## src/hdl/jhd_ram.sv

```systemverilog
`timescale 1ns / 1ps
`default_nettype none

module jhd_ram #(
  parameter int WIDTH = 8,
  parameter int DEPTH = 16
) (
  input  wire logic                     clk,
  input  wire logic                     we,
  input  wire logic [$clog2(DEPTH)-1:0] waddr,
  input  wire logic [WIDTH-1:0]         wdata,
  input  wire logic [$clog2(DEPTH)-1:0] raddr,
  output logic      [WIDTH-1:0]         rdata
);

  logic [WIDTH-1:0] mem [DEPTH];

  always_ff @(posedge clk) begin
    if (we) begin
      mem[waddr] <= wdata;
    end
    rdata <= mem[raddr];
  end

endmodule

`default_nettype wire

```

## config.mk

```make
export PLATFORM = sky130hd
export DESIGN_NAME = jhd_ram
export DESIGN_NICKNAME = d
export VERILOG_FILES = /design/src/hdl/jhd_ram.sv
export SDC_FILE = /design/constraint.sdc
export NUM_CORES = 1
export LEC_CHECK = 0
export BUFFER_PORTS_ARGS = -buffer_cell sky130_fd_sc_hd__buf_2
export CAP_MARGIN = 20
export CORE_MARGIN = 10
export CORE_UTILIZATION = 58
export DETAILED_ROUTE_END_ITERATION = 7
export PLACE_DENSITY = 0.76
export SLEW_MARGIN = 0
export SYNTH_ARGS = -nofsm -noshare
export SYNTH_HDL_FRONTEND = slang
export SYNTH_SLANG_ARGS = --single-unit
export TNS_END_PERCENT = 1
```

## constraint.sdc

```tcl
create_clock -name clk -period 5.5 [get_ports clk]
set_clock_uncertainty 0.15 [all_clocks]
set_input_delay 0.825 -clock clk [delete_from_list [all_inputs] [get_ports clk]]
set_output_delay 0.825 -clock clk [all_outputs]
set_load 0.005 [all_outputs]
```

## Word-level counts from Yosys, hierarchy flattened

Memory sizes are Yosys's and may differ from the RTL's. A register that Yosys moved wholly into a read port is not among the register bits.
Cells that the tools add are included.

- Register bits after elaboration: 0
- Bits in writable memories: 128
- Input bits: 18
- Output and inout bits: 8
- Word-level logic and storage cells: 3
- Memories: 1

- Mux-type cells: 2

Memories:

| memory | words | width | rd ports | clocked after Yosys merged registers in | write ports | RTL line | source |
|---|---|---|---|---|---|---|---|
| mem | 16 | 8 | 1 | 1 | 1 | 16 | `logic [WIDTH-1:0] mem [DEPTH];` |

Operators with widths:

| cell | count |
|---|---|
| 1-bit two-way mux | 2 |

## Longest topological paths before layout

- Depth in word-level cells: 2
- Mapped depth: 5
- Depth with buffers taken out: 3

## Least setup slack after synthesis

Ideal clock, no wire load.

- Kind: in2reg
- From: in waddr[2]
- To: mem mem[0][0] (enable)
- Library setup time: 383 ps
- Arrival time: 1935 ps
- Data required time: 4967 ps
- Slack: 3032 ps
- Cell stages on the path: 2
- Buffers on the path: 0
- Cell sequence: or3b_2 > nor3_1

RTL lines:

| element | RTL line | source |
|---|---|---|
| start: declaration | 10 | `input wire logic [$clog2(DEPTH)-1:0] waddr,` |
| end: declaration | 16 |  |

Straight into the memory's write port.

## Worst setup path after layout

- From: in waddr[2]
- To: mem mem[0][0] (enable)

Straight into the memory's write port.

==> flow_summary.toml <==
[timing]
rsz0062_at_grt = "false"
worst_slack_ps = 3200
max_freq_mhz = 434.8
max_slew.worst_pin.slew_ps = 959.6
setup_violations = 0
layout_min_cycle_time_ps = 2300
max_slew_margin = 0.3553
post-route-period-util = 0.4182
finalSetupTns_ps = 0
final-max-slew-violation-count = 0
hold_viol = 0

[logic_synthesis]
ys_ff_latch = 136
synth_cell_type_count = 19
yosysWarnings = 0
syn_avg_cell_area_um2 = 22.48
synthCells = 229
synth_nets = 247
netlist_area_mm2 = 0.005147
yosysSeqAreaShare = 0.7778

[detailed_routing]
postRouteAntennaNets = 0
num_vias = 2480
post-route-drc-count = 0
drtIter0Drc = 168
firstDrtPassIters = 5
vias_per_cell = 6.392
wl_per_cell_um = 26.38
wirelength_um = 10240

[power_and_ir_drop]
power.switching_mw = 0.4711
seqPwrFrac = 0.454
ir_drop_mv = 0.2228
clkPwrFrac = 0.506
intPower_mw = 2.100
switching_share = 0.1832
p_leak_nw = 2.056
comb_power_share = 0.040
power.density_mw_per_mm2 = 424.3

[clock_network]
cts_tree = "done"
cts_hold_buf = 0
root_buffer = "clkbuf_8"
cts_setup_buffers = 0
cts_resized = 0
clock-sinks = 136
cts.path.max_buffers = 2
clk-insertion-delay-late_ps = 510
htree_levels = 4
clk_pin_slew_worst_paths_ps = 60
cts_buffers = 17

[floorplan]
ios = 26
die_area_mm2 = 0.01304
die_h_um = 114.2
initial_core_util = 0.5931
die_w_um = 114.2
core-area_mm2 = 0.008678
num_rows = 34

[final_layout]
final_cells = 388
synthToLayoutAreaGrowth_pct = 17.72
antenna_cells = 0
nNetsFinal = 285
drive_gt1_frac = 0.2857

[setup_path]
cp.required_ps = 5570
criticalPathCategory = "input pin to flip-flop"
cp-startpoint = "waddr[2]"
crit_path_start_kind = "input pin"
reg2reg_from = "mem[1][0]$_DFFE_PP_"
slowest_stage = "nor3_1"
crit_chain = "buf_2 -> or3b_2 -> nor3_1 -> buf_4"
crit_fanout = 5
arrival_ps = 2370
cp-end-kind = "flip-flop"
slowest_delay_ps = 650

[place]
place_ws_ps = 2528
numPortBuffers = 25
globalplace.congestion = 0.7539
dp_cells = 355
dpl.hpwl_um = 5955

[global_route]
grt.total_usage = 0.1629
antenna_found_initial = 0
grt_pass1_wl_um = 15510
grt_max_degree = 33
grt_pass1_vias = 2576
grt.overflow.total = 0

[status]
outcome = "finished clean"

[job]
cap_violations = 0

[hold_path]
hold_class = "flip-flop to flip-flop"
hp-start = "mem[12][2]$_DFFE_PP_"
[power groups by stage]
| stage | sequential (mW) | clock, mW | combinational, mW |
|---|---|---|---|
| floorplan | 1.19 | 0 | 0.0588 |
| global placement | 1.19 | 0 | 0.0975 |
| detailed placement | 1.19 | 0 | 0.101 |
| CTS | 1.17 | 1.31 | 0.103 |
| global route | 1.17 | 1.35 | 0.113 |
| finish | 1.17 | 1.30 | 0.104 |
[final timing paths]
kind | end | slack, ps | cells past startpoint
setup / recovery | mem[0][0]$_DFFE_PP_ | 3200 | 4
hold / removal | rdata[2]$_DFF_P_ | 520 | 3
setup reg to reg | rdata[0]$_DFF_P_ | 3900 | 3
hold reg to reg | rdata[2]$_DFF_P_ | 520 | 3
[registers in the layout (all words and copies together) (netlist names)]
| signal | cells |
|---|---|
| mem | 128 |
| rdata | 8 |
[cell families (layout without fill, tap and decap cells)]
group | Yosys count | after routing | share of synthesized area
buffers and inverters | 10 | 61 | 0.01677
multiplexers | 32 | 32 | 0.1502
flip-flops | 136 | 136 | 0.7778
AND/OR/NAND/NOR | 35 | 35 | 0.03184
AO/OA/AOI/OAI | 16 | 16 | 0.02334
[synth_stat cells]
cell	count	share of area
edfxtp_1	128	0.75
and2b_1	1	0.0015
a22oi_1	16	0.023
nand3_1	1	0.00097
nor2_1	13	0.0095
nand2b_1	2	0.0024
nor2b_1	1	0.0012
or3b_2	1	0.0017
clkdlybuf4s25_2	3	0.0058
buf_4	1	0.0015
mux4_2	18	0.079
nand2_1	9	0.0066
and2_1	1	0.0012
nor3_1	4	0.0039
buf_6	3	0.0066
buf_2	3	0.0029
mux4_1	14	0.071
nand3b_1	2	0.0029
dfxtp_1	8	0.031
[stage by stage]
step	hold slack, ps	total power [mW]	utilization	cell area (um^2)
2_1_floorplan	479.3	1.245	-	5147
3_3_place_gp	500.1	1.283	0.6155	5341
3_5_place_dp	512.7	1.288	0.6163	5349
4_1_cts	523.4	2.579	0.6959	6040
5_1_grt	553.3	2.634	0.6982	6060
6_report	517.0	2.571	0.6982	6060
[layer usage]
layer,part of all wire,track usage
met3,0.064,0.04088
met2,0.49,0.2521
met4,0.018,0.06850
met5,0,0
met1,0.43,0.2163
[final cells by class]
class	count	area, um^2
fillers	517	2619
flip-flops and latches	136	4004
well taps	108	135.1
clock buffers	20	445.4
multi-input cells	83	1062
clock inverters	12	245.2
repair buffers	29	167.7
[placed cells by master, fill, tap and decap left out, types with 3 or more instances in the layout]
master | synthesis | routed
clkbuf_8 | 0 | 3
nor2_1 | 13 | 13
mux4_2 | 18 | 18
nor3_1 | 4 | 3
a22oi_1 | 16 | 16
nand2_1 | 9 | 9
buf_2 | 3 | 25
edfxtp_1 | 128 | 128
buf_4 | 1 | 3
mux4_1 | 14 | 14
bufinv_16 | 0 | 7
clkbuf_16 | 0 | 16
dfxtp_1 | 8 | 8
[critical path, delay by kind of cell]
family        cells  cell delay (ps)
simple gates      2             1160
buf+inv           2              380
No activity file was read; power rests on OpenSTA's default activity.
